==> src/v86sie_pkg.sv <==
// Shared types and constants for the virtual-8086 sensitive instruction emulator.
package v86sie_pkg;

	localparam logic [7:0] OP_INT   = 8'hCD;
	localparam logic [7:0] OP_IRET  = 8'hCF;
	localparam logic [7:0] OP_CLI   = 8'hFA;
	localparam logic [7:0] OP_PUSHF = 8'h9C;
	localparam logic [7:0] OP_POPF  = 8'h9D;
	localparam logic [7:0] OP_OUTB  = 8'hEE;
	localparam logic [7:0] OP_OUTW  = 8'hEF;
	localparam logic [7:0] OP_INB   = 8'hEC;
	localparam logic [7:0] OP_INW   = 8'hED;
	localparam logic [7:0] VEC_EXIT = 8'h81;

	localparam logic [15:0] IP_STUCK        = 16'hFFFF;
	localparam int          IF_POS          = 9;
	localparam int          VM_POS          = 17;
	localparam logic [15:0] FLAGS_PUSH_MASK = 16'h0DFF;
	localparam logic [31:0] FLAGS_HIGH_MASK = 32'hFFFF0000;

	typedef enum logic [3:0] {
		KIND_UNKNOWN = 4'd0,
		KIND_INT     = 4'd1,
		KIND_CLI     = 4'd2,
		KIND_PUSHF   = 4'd3,
		KIND_POPF    = 4'd4,
		KIND_OUT     = 4'd5,
		KIND_IN      = 4'd6,
		KIND_IRET    = 4'd7,
		KIND_EXIT    = 4'd8
	} kind_t;

	typedef enum logic [2:0] {
		PORT_NONE    = 3'd0,
		PORT_WR_BYTE = 3'd1,
		PORT_WR_WORD = 3'd2,
		PORT_RD_BYTE = 3'd3,
		PORT_RD_WORD = 3'd4
	} port_op_t;

	typedef enum logic [1:0] {
		WORDS_NONE  = 2'd0,
		WORDS_PUSHF = 2'd1,
		WORDS_INT   = 2'd3
	} write_words_t;

	typedef struct packed {
		logic [7:0]  opcode;
		logic [7:0]  vector;
		logic [15:0] ip_in;
		logic [15:0] code_seg_in;
		logic [31:0] flags_in;
		logic [15:0] stack_ptr_in;
		logic [15:0] stack_seg_in;
		logic [31:0] acc_in;
		logic [15:0] port_reg;
		logic [47:0] stack_words;
		logic [31:0] vector_entry;
		logic [15:0] port_read_data;
	} item_t;

	typedef struct packed {
		kind_t        kind;
		logic [15:0]  ip_out;
		logic [15:0]  code_seg_out;
		logic [31:0]  flags_out;
		logic [15:0]  stack_ptr_out;
		logic [15:0]  stack_seg_out;
		logic [31:0]  acc_out;
		logic [20:0]  mem_write_addr;
		logic [47:0]  mem_write_data;
		write_words_t mem_write_words;
		logic [15:0]  port_addr;
		port_op_t     port_op;
	} result_t;

endpackage

==> src/v86sie_exec.sv <==
// Decode and register update for one trapped instruction.
module v86sie_exec
	import v86sie_pkg::*;
(
	input  item_t   item,
	input  logic    vif,
	output result_t result,
	output logic    vif_next
);

	logic [15:0] w0, w1, w2;
	logic [15:0] ip_inc;
	logic [20:0] seg_base;
	logic [20:0] flat_down;
	logic [20:0] flat_up;
	logic [15:0] sp_dec;
	logic [15:0] push_word;

	assign w0 = item.stack_words[15:0];
	assign w1 = item.stack_words[31:16];
	assign w2 = item.stack_words[47:32];
	assign ip_inc = item.ip_in + 16'd1;
	assign seg_base = {1'b0, item.stack_seg_in, 4'b0000};
	assign flat_down = seg_base + {5'b0, item.stack_ptr_in} - 21'd6;
	assign flat_up = seg_base + {5'b0, item.stack_ptr_in} + 21'd6;
	assign sp_dec = item.stack_ptr_in - 16'd2;

	always_comb begin
		push_word = item.flags_in[15:0] & FLAGS_PUSH_MASK;
		push_word[IF_POS] = vif;
	end

	always_comb begin
		result.kind            = KIND_UNKNOWN;
		result.ip_out          = item.ip_in;
		result.code_seg_out    = item.code_seg_in;
		result.flags_out       = item.flags_in;
		result.stack_ptr_out   = item.stack_ptr_in;
		result.stack_seg_out   = item.stack_seg_in;
		result.acc_out         = item.acc_in;
		result.mem_write_addr  = '0;
		result.mem_write_data  = '0;
		result.mem_write_words = WORDS_NONE;
		result.port_addr       = '0;
		result.port_op         = PORT_NONE;
		vif_next               = vif;

		if (item.ip_in != IP_STUCK) begin
			unique case (item.opcode) inside
				OP_INT: begin
					if (item.vector == VEC_EXIT) begin
						result.kind = KIND_EXIT;
					end else begin
						result.kind                   = KIND_INT;
						result.mem_write_addr         = flat_down;
						result.mem_write_data[15:0]   = item.ip_in;
						result.mem_write_data[31:16]  = item.code_seg_in;
						result.mem_write_data[47:32]  = item.flags_in[15:0];
						result.mem_write_data[32 + IF_POS] = 1'b1;
						result.mem_write_words        = WORDS_INT;
						result.stack_ptr_out          = flat_down[15:0];
						result.stack_seg_out          = {flat_down[19:16], 12'h000};
						result.ip_out                 = item.vector_entry[15:0];
						result.code_seg_out           = item.vector_entry[31:16];
					end
				end
				OP_IRET: begin
					result.kind          = KIND_IRET;
					result.ip_out        = w0 + 16'd2;
					result.code_seg_out  = w1;
					result.flags_out     = (item.flags_in & FLAGS_HIGH_MASK) | {16'h0000, w2};
					result.stack_ptr_out = flat_up[15:0];
					result.stack_seg_out = {flat_up[19:16], 12'h000};
				end
				OP_CLI: begin
					result.kind   = KIND_CLI;
					result.ip_out = ip_inc;
					vif_next      = 1'b0;
				end
				OP_PUSHF: begin
					result.kind                 = KIND_PUSHF;
					result.stack_ptr_out        = sp_dec;
					result.mem_write_addr       = seg_base + {5'b0, sp_dec};
					result.mem_write_data[15:0] = push_word;
					result.mem_write_words      = WORDS_PUSHF;
					result.ip_out               = ip_inc;
				end
				OP_POPF: begin
					result.kind                 = KIND_POPF;
					result.flags_out            = {16'h0000, w0};
					result.flags_out[IF_POS]    = 1'b1;
					result.flags_out[VM_POS]    = 1'b1;
					vif_next                    = w0[IF_POS];
					result.stack_ptr_out        = item.stack_ptr_in + 16'd2;
					result.ip_out               = ip_inc;
				end
				OP_OUTB, OP_OUTW: begin
					result.kind      = KIND_OUT;
					result.port_addr = item.port_reg;
					result.port_op   = (item.opcode == OP_OUTB) ? PORT_WR_BYTE : PORT_WR_WORD;
					result.ip_out    = ip_inc;
				end
				OP_INB: begin
					result.kind          = KIND_IN;
					result.acc_out[7:0]  = item.port_read_data[7:0];
					result.port_addr     = item.port_reg;
					result.port_op       = PORT_RD_BYTE;
					result.ip_out        = ip_inc;
				end
				OP_INW: begin
					result.kind          = KIND_IN;
					result.acc_out[15:0] = item.port_read_data;
					result.port_addr     = item.port_reg;
					result.port_op       = PORT_RD_WORD;
					result.ip_out        = ip_inc;
				end
				default: begin
					result.kind = KIND_UNKNOWN;
				end
			endcase
		end
	end

endmodule

==> src/v86_sensitive_instruction_emulator_top.sv <==
// Top level of the virtual-8086 sensitive instruction emulator.
//
// The caller offers one trapped instruction per transaction on the item
// channel: the opcode bytes, the guest registers, three prefetched stack
// words, the vector-table entry and the port read data. The block returns
// one transaction on the result channel for each item: a kind code, the
// updated registers, at most one stack write and at most one port operation.
// A transaction moves at a rising edge where valid is high and stall is low.
// The item is registered when accepted, then decoded and placed in the
// result register. Throughput is one item per cycle while the receiver
// does not stall; the only serial element is the one-bit virtual interrupt
// flag, which is updated as each item enters the result register, so the
// next item in order always sees it.
// When the receiver stalls, the result register holds and the input
// register may still fill; the item channel stalls only once both are full.
// Reset empties both registers and clears the virtual interrupt flag.
module v86_sensitive_instruction_emulator_top
	import v86sie_pkg::*;
(
	input  logic    clk,
	input  logic    arst_n,
	input  logic    item_valid,
	output logic    item_stall,
	input  item_t   item,
	output logic    result_valid,
	input  logic    result_stall,
	output result_t result
);

	logic    valid_s1;
	item_t   item_s1;
	logic    vif_q;
	logic    res_valid_q;
	result_t res_q;
	result_t exec_res;
	logic    vif_next;
	logic    adv_out;
	logic    take_s1;
	logic    accept;

	assign adv_out    = !res_valid_q || !result_stall;
	assign take_s1    = valid_s1 && adv_out;
	assign item_stall = valid_s1 && !adv_out;
	assign accept     = item_valid && !item_stall;

	v86sie_exec u_exec (
		.item     (item_s1),
		.vif      (vif_q),
		.result   (exec_res),
		.vif_next (vif_next)
	);

	always_ff @(posedge clk or negedge arst_n) begin
		if (!arst_n) begin
			valid_s1    <= 1'b0;
			res_valid_q <= 1'b0;
			vif_q       <= 1'b0;
		end else begin
			if (accept) begin
				valid_s1 <= 1'b1;
			end else if (take_s1) begin
				valid_s1 <= 1'b0;
			end
			if (adv_out) begin
				res_valid_q <= valid_s1;
			end
			if (take_s1) begin
				vif_q <= vif_next;
			end
		end
	end

	always_ff @(posedge clk) begin
		if (accept) begin
			item_s1 <= item;
		end
		if (take_s1) begin
			res_q <= exec_res;
		end
	end

	assign result_valid = res_valid_q;
	assign result       = res_q;

endmodule

==> config.mk <==
export PLATFORM = sky130hd
export DESIGN_NAME = v86_sensitive_instruction_emulator_top
export DESIGN_NICKNAME = d
export VERILOG_FILES = /design/src/v86sie_pkg.sv /design/src/v86sie_exec.sv /design/src/v86_sensitive_instruction_emulator_top.sv
export SDC_FILE = /design/constraint.sdc
export NUM_CORES = 1
export LEC_CHECK = 0
export BUFFER_PORTS_ARGS = -buffer_cell sky130_fd_sc_hd__buf_2
export CAP_MARGIN = 20
export CORE_AREA = 3 3 208 210
export CTS_CLUSTER_SIZE = 28
export DETAILED_ROUTE_END_ITERATION = 6
export DIE_AREA = 0 0 211 213
export GPL_TIMING_DRIVEN = 0
export PLACE_DENSITY = 0.83
export SLEW_MARGIN = 20
export SYNTH_ARGS = -nofsm -noshare
export SYNTH_HDL_FRONTEND = slang
export SYNTH_SLANG_ARGS = --single-unit
==> constraint.sdc <==
create_clock -name clk -period 13.5 [get_ports clk]
set_input_delay 0.675 -clock clk [delete_from_list [all_inputs] [get_ports clk]]
set_output_delay 0.675 -clock clk [all_outputs]
set_load 0.005 [all_outputs]
==> key figures, run 1 <==
Logic synthesis
  • Post-synth EDFFs: 478
  • Ys Warns: 0
  • Synth top cells by count: edfxtp_1, nand2_1, nor2_1
  • Seq/Total Area, Yosys: 69.81%
  • Predominant post-synthesis flop cell: edfxtp_1
  • Top-area cell type share of the netlist area: 69.45%
  • Cell Area, Synth: ~0.021 mm²
  • Async SR Flop Fraction: 0.6237%
  • Synth area leaders: edfxtp_1, nand2_1, o21ai_0, a22oi_1, ha_1
  • Cell taking the most area after synthesis: edfxtp_1
  • Cells after Synth: about 1500
  • Avg Cell Area, Syn: 13.75 µm²
  • Synth Register Bits: about 480
  • Most numerous cell in the Yosys netlist: edfxtp_1
  • Syn nets: 1794
  • Distinct cell type count after synthesis: 78

CTS
  • Clock transition at path regs: around 0.07 ns
  • Clock Latency Late Sink: just under 0.6 ns
  • CTS buffer count: 48
  • Sink Count: 481
  • H-tree depth: 2
  • CTS tree: built
  • Post-CTS sizing: 0
  • Maximum clock path buffer count: 3
  • Root buffer cell: clkbuf_16

GRT
  • Largest net degree at the start of global routing: 60
  • Vias in the first global route: around 15000
  • First-pass GRT wire length: 91880 µm
  • Initial antenna violation count: 22
  • Total gr overflow: 0
  • Tot GR Track Use: 27.25%

Setup path
  • CP max-delay cell: nor3b_1
  • Most Frequent Cell on Critical Path: nand2_1
  • CP bufs+invs: 2
  • Element type at the critical path start: flip-flop
  • Crit-path cells: ha_1 > nand3_1 > nor3_1 > nor3b_1 > clkbuf_1 > nor2_1 > nand2_1 > buf_1 > nand2_1 > o21ai_0
  • Required @ worst endpoint: 13.88 ns
  • Crit path kind: flip-flop to flip-flop
  • Worst Path Arrival: 5.18 ns
  • Crit end category: flip-flop
  • Worst path max stage delay: ~0.9 ns
  • Worst-path fanout max: 10
  • Delay-heaviest family, CP: simple AND/OR/NAND/NOR gates

Layout
  • Reg area: between 0.01 and 0.015 mm²
  • Share of cells above drive strength 1: between 20% and 30%
  • Multi-input gate area: 0.005896 mm²
  • Nets: between 2000 and 2500
  • Layout area overhead: 23.63%
  • Core Util, Final: 61.19%
  • Fillcell total: between 3000 and 4000
  • Final std cells w/o fill: 2635

Power and ir drop
  • Cell Pwr Density: between 100 and 150 mW/mm²
  • VDD IR max: ~0.20 mV
  • Leak: about 9.8 nW
  • Total power: 3.436 mW

Routing
  • Via Count: approximately 15000
  • DRT Wirelength: 63250 µm
  • DRT antenna net count: 0
  • Routed WL per cell: 24.00 µm
  • Drc violations: 0
  • Vias per cell: 5.844
  • Initial DRC Count: 1807
  • 1st-pass router iterations: 6

Timing
  • Final Max Slew Viols: 0
  • Endpoints failing hold: 0
  • Min cycle time layout: approximately 4.8 ns
  • Fin crit share: 35.50%
  • Worst-margin pin slew: 1.135 ns
  • Slew HR: about a quarter
  • RSZ-0062 raised after global routing: false
  • Fmax achieved: 208.6 MHz
  • Setup TNS: 0 ns
  • Setup Viol. Count Final: 0
  • Clock skew: roughly 0.023 ns

Worst hold path
  • Hold Crit Class: input pin to flip-flop

Floorplanning
  • FP Rows: 75
  • Core Area: 0.04176 mm²
  • Die area: 0.04494 mm²
  • IO Pins: 484
  • Die Ht: 213 µm
  • Initial Util: approximately half
  • Die width: approximately 210 µm

Placement
  • Dpl cells: roughly 2500
  • Gp weighted congestion: 0.9181
  • Dpl hpwl: approximately 47000 µm
  • Port Buffers: 483

Job
  • Max-Cap Viols: 0

Outcome
  • Status: finished, final reports clean
## registers in the layout (all words and copies together) (netlist names)
| name | count |
|---|---|
| valid_s1 | 1 |
| result_valid | 1 |
| vif_q | 1 |
| result | 222 |
| item_s1 | 256 |
## kinds of logic after synthesis
kind of cell | Yosys count | synth area share (%)
DFF | 481 | 69.81
xor gates and xnor gates | 69 | 2.960
buffers and inverters | 98 | 1.798
and+or+nand+nor | 481 | 11.87
AOI/OAI and AO/OA | 324 | 10.59
adders and majority gates | 31 | 1.949
muxes | 19 | 1.023
## through the flow
step | hold WS (ns) | cell area (µm²) | setup WS, ns
floorplan | 0.3794 | 20670 | 6.242
global placement | 0.4016 | 23760 | 3.786
detailed placement | 0.4045 | 24000 | 8.933
CTS | 0.2213 | 25510 | 8.914
global route | 0.2260 | 25540 | 8.590
finish | 0.2551 | 25550 | 8.707
## where the power goes
group	internal [mW]	leakage, nW	total (mW)	switching, mW
Clock	0.699	0.717	1.27	0.574
Sequential	1.76	4.67	1.81	0.0454
Combinational	0.142	4.43	0.355	0.213
## final timing paths
check / from / end / slack (ns) / depth (start not counted)
worst max-delay path: item_s1[224]$_DFFE_PP_ / result[188]$_DFFE_PP_ / 8.71 / 10
worst min-delay path: item[206] / item_s1[206]$_DFFE_PP_ / 0.26 / 1
worst max register to register: item_s1[224]$_DFFE_PP_ / result[188]$_DFFE_PP_ / 8.71 / 10
worst min register to register: item_s1[140]$_DFFE_PP_ / result[118]$_DFFE_PP_ / 0.42 / 0
max in group asynchronous: arst_n / vif_q$_DFFE_PN0P_ / 12.89 / 2
min in group asynchronous: arst_n / valid_s1$_DFFE_PN0P_ / 0.46 / 2
## placed cells by master, fill, tap and decap left out, types with 8 or more instances in the layout
cell       Yosys  routed
mux2_2        17      17
a21oi_1       61      61
diode_2        0      15
nor3_1        32      31
a22oi_1       50      50
or3_1          8       8
a21o_1         9       9
o211ai_1      12      12
clkinv_1       1      11
and3_1        56      56
a31oi_1        8       8
xor2_1        29      29
o21ai_0       77      77
nor2_1        87      87
edfxtp_1     478     478
clkbuf_1      66      71
buf_2          3     486
clkbuf_16      0      48
and2_1        41      39
a221oi_1       8       8
a221o_1        8       8
nand2_1      137     137
nor2b_1       22      22
xnor2_1       39      39
buf_16         0       8
nand3_1       37      37
ha_1          29      29
o21a_1         8       8
nand4_1        9       9
inv_1         21      21
a211oi_1      16      16
## cell type report
class	instances	area share [%]
antenna	15	0.1469
inverter	22	0.3232
clock buffer	53	4.774
tap	539	2.639
timing repair buffer	492	10.36
buffer	76	1.131
multi-input combinational	924	23.07
clock inverter	33	1.077
sequential	481	56.47
## repair_timing
item                                   4_1_cts  5_1_grt
hold buffers                                 1        0
endpoints found under the hold margin        3        0
setup buffers                                0        0
## per-layer routing
layer | vias to the layer above | global-route usage (%) | routed length (µm)
li1 | 6908 | - | -
met1 | 7343 | 34.78 | 23760
met2 | 955 | 44.53 | 30160
met4 | 16 | 11.89 | 2699
met5 | - | 0 | 113
met3 | 176 | 6.994 | 6519
## worst reg2reg max path: cells and delay by family, from the launching register on
family | cells | cell delay (ns)
buffers and inverters | 2 | 1.29
and+or+nand+nor | 6 | 2.48
adders and majority gates | 1 | 0.23
AOI/OAI and AO/OA | 1 | 0.15
DFF | 1 | 0.44
No activity file was read; power rests on OpenSTA's default activity.
==> inputs of run 2 (changes only) <==
==> constraint.sdc (replaced) <==
create_clock -name clk -period 4.78 [get_ports clk]
set_input_delay 0.239 -clock clk [delete_from_list [all_inputs] [get_ports clk]]
set_output_delay 0.239 -clock clk [all_outputs]
set_load 0.005 [all_outputs]
==> key figures, run 2 (synthesized netlist as in run 1, its figures left out) <==
Outcome
  • Status: finished with violations (was finished, final reports clean)
  • Failing checks: DRC

CTS
  • Post-CTS sizing: 0 (unchanged)
  • Maximum clock path buffer count: 3 (unchanged)
  • CTS tree: built (unchanged)
  • H-tree depth: 2 (unchanged)
  • Clock Latency Late Sink: 0.59 ns (about the same)
  • Clock transition at path regs: 0.06 ns (was 0.07 ns)
  • CTS buffer count: 49 (was 48)
  • Post-CTS setup buffers: 0 (unchanged)
  • Root buffer cell: clkbuf_16 (unchanged)
  • Sink Count: 481 (unchanged)

Routing
  • DRT antenna net count: 0 (unchanged)
  • Drc violations: 2 (was 0)
  • DRT Wirelength: 71130 µm (was 63250 µm)
  • 1st-pass router iterations: 7 (was 6)
  • Via Count: 16930 (was 15400)
  • Initial DRC Count: 2061 (was 1807)
  • Routed WL per cell: 24.66 µm (was 24.00 µm)
  • Vias per cell: 5.869 (was 5.844)

Worst hold path
  • Hold Crit Class: input pin to asynchronous set/reset pin (was input pin to flip-flop)

Power and ir drop
  • Switch share: 24.09% (was 24.24%)
  • Clock power frac: 37.9% (was 37.1%)
  • Cell Pwr Density: 361.1 mW/mm² (was 134.5 mW/mm²)
  • VDD IR max: 0.3870 mV (was 0.1991 mV)
  • Net Sw Power: 2.455 mW (was 0.8329 mW)
  • Total power: 10.19 mW (was 3.436 mW)
  • Reg power frac: 50.2% (was 52.6%)
  • Cell internal pwr: 7.734 mW (was 2.603 mW)
  • Combinational group share of total power: 11.9% (was 10.3%)
  • Leak: 10.97 nW (was 9.818 nW)

Placement
  • Gp weighted congestion: 0.9421 (was 0.9181)
  • Dpl cells: 2534 (was 2533)
  • Dpl hpwl: 46520 µm (was 46770 µm)
  • Port Buffers: 483 (unchanged)

GRT
  • Initial antenna violation count: 3 (was 22)
  • Largest net degree at the start of global routing: 59 (was 60)
  • First-pass GRT wire length: 103700 µm (was 91880 µm)
  • Vias in the first global route: 17250 (was 15350)
  • Tot GR Track Use: 30.70% (was 27.25%)
  • Total gr overflow: 0 (unchanged)

Layout
  • Max FFs per register: 256 (unchanged)
  • Fillcell total: 2752 (was 3155)
  • Reg area: 0.01443 mm² (unchanged)
  • Nets: 2597 (was 2336)
  • Largest Register: item_s1 (unchanged)
  • Most frequent cells in the layout: buf_2, edfxtp_1, dlygate4sd3_1, nand2_1, nor2_1 (was buf_2, edfxtp_1, nand2_1, nor2_1, o21ai_0)
  • Share of cells above drive strength 1: 26.08% (was 29.12%)
  • Final std cells w/o fill: 2884 (was 2635)
  • Most common cell after layout, fill and taps aside: buf_2 (unchanged)
  • Layout area overhead: 36.54% (was 23.63%)
  • Multi-input gate area: 0.005902 mm² (was 0.005896 mm²)

Setup path
  • Crit end category: flip-flop (unchanged)
  • Crit path kind: flip-flop to flip-flop (unchanged)
  • Element type at the critical path start: flip-flop (unchanged)
  • Worst-path fanout max: 10 (unchanged)
  • Required @ worst endpoint: 5.18 ns (was 13.88 ns)
  • Worst Path Arrival: 5.00 ns (was 5.18 ns)

Floorplanning
  • Die width: 211 µm (unchanged)
  • Die Ht: 213 µm (unchanged)
  • Initial Util: 49.49% (unchanged)
  • FP Rows: 75 (unchanged)
  • Die area: 0.04494 mm² (unchanged)
  • IO Pins: 484 (unchanged)
  • Core Area: 0.04176 mm² (unchanged)

Timing
  • Setup TNS: 0 ns (unchanged)
  • Fmax achieved: 217.4 MHz (was 208.6 MHz)
  • WHS: 0.05704 ns (was 0.2551 ns)
  • Clock skew: 0.02457 ns (was 0.02258 ns)
  • Setup Viol. Count Final: 0 (unchanged)
  • Worst-margin pin slew: 1.113 ns (was 1.135 ns)
  • Final Max Slew Viols: 0 (unchanged)
  • Endpoints failing hold: 0 (unchanged)
  • Slew HR: 25.78% (was 24.31%)
  • Min cycle time layout: 4.601 ns (was 4.793 ns)
  • Fin crit share: 96.25% (was 35.50%)
  • RSZ-0062 raised after global routing: false (unchanged)

Job
  • Max-Cap Viols: 0 (unchanged)
run 2: routing by layer:
layer | wire length, µm | vias up | GRT usage (%)
met4 | 4195 | 2 | 16.51
met3 | 7416 | 278 | 7.875
li1 | - | 7392 | -
met5 | 12 | - | 0
met1 | 25650 | 8067 | 37.35
met2 | 33850 | 1187 | 50.73
run 2: worst paths after layout:
check | start | end | slack [ns] | cells after the start
max | item_s1[224]$_DFFE_PP_ | result[190]$_DFFE_PP_ | 0.18 | 10
min | arst_n | result_valid$_DFFE_PN0P_ | 0.06 | 2
max reg2reg | item_s1[224]$_DFFE_PP_ | result[190]$_DFFE_PP_ | 0.18 | 10
min reg2reg | item_s1[129]$_DFFE_PP_ | result[107]$_DFFE_PP_ | 0.42 | 0
max in group asynchronous | arst_n | vif_q$_DFFE_PN0P_ | 4.57 | 2
min in group clk | item[114] | item_s1[114]$_DFFE_PP_ | 0.36 | 2
run 2: power groups by stage:
stage / registers (mW) / logic, mW / clock network [mW]
floorplan: 5.20 / 0.516 / 0
global placement: 5.23 / 0.918 / 0
detailed placement: 5.19 / 0.991 / 0
CTS: 5.10 / 1.17 / 3.85
global route: 5.14 / 1.30 / 4.05
finish: 5.12 / 1.21 / 3.86
run 2: cell type report:
class                   instances  share of cell area, %
clock buffers                  57                  4.603
repair buffers                752                  18.61
flip-flops and latches        481                  51.13
plain buffers                  76                  1.024
clock inverters                31                  1.011
well taps                     539                  2.390
multi-input cells             924                  20.92
diodes                          2                0.01774
inverters                      22                 0.2926
run 2: metrics by stage:
step                setup slack (ns)  util (%)  cell area (µm²)
finish                        0.1794     67.57            28220
global route                 0.07026     67.57            28220
CTS                           0.2731     67.56            28210
detailed placement            0.2655     57.54            24030
global placement             -0.5663     56.90            23760
floorplan                     0.6744         -            20670
run 2: timing repair:
action / in CTS / in global routing
endpoints found under the hold margin: 261 / 0
hold buffers: 260 / 0
endpoints found under the setup margin: 0 / 0
run 2: worst max-delay path, stage by stage, from the launching register on:
cell and delay (ns):
edfxtp_1 0.44, ha_1 0.22, nand3_1 0.19, nor3_1 0.59, nor3b_1 0.89, clkbuf_1 0.74
nor2_1 0.17, nand2_1 0.37, buf_1 0.49, nand2_1 0.18, o21ai_0 0.14
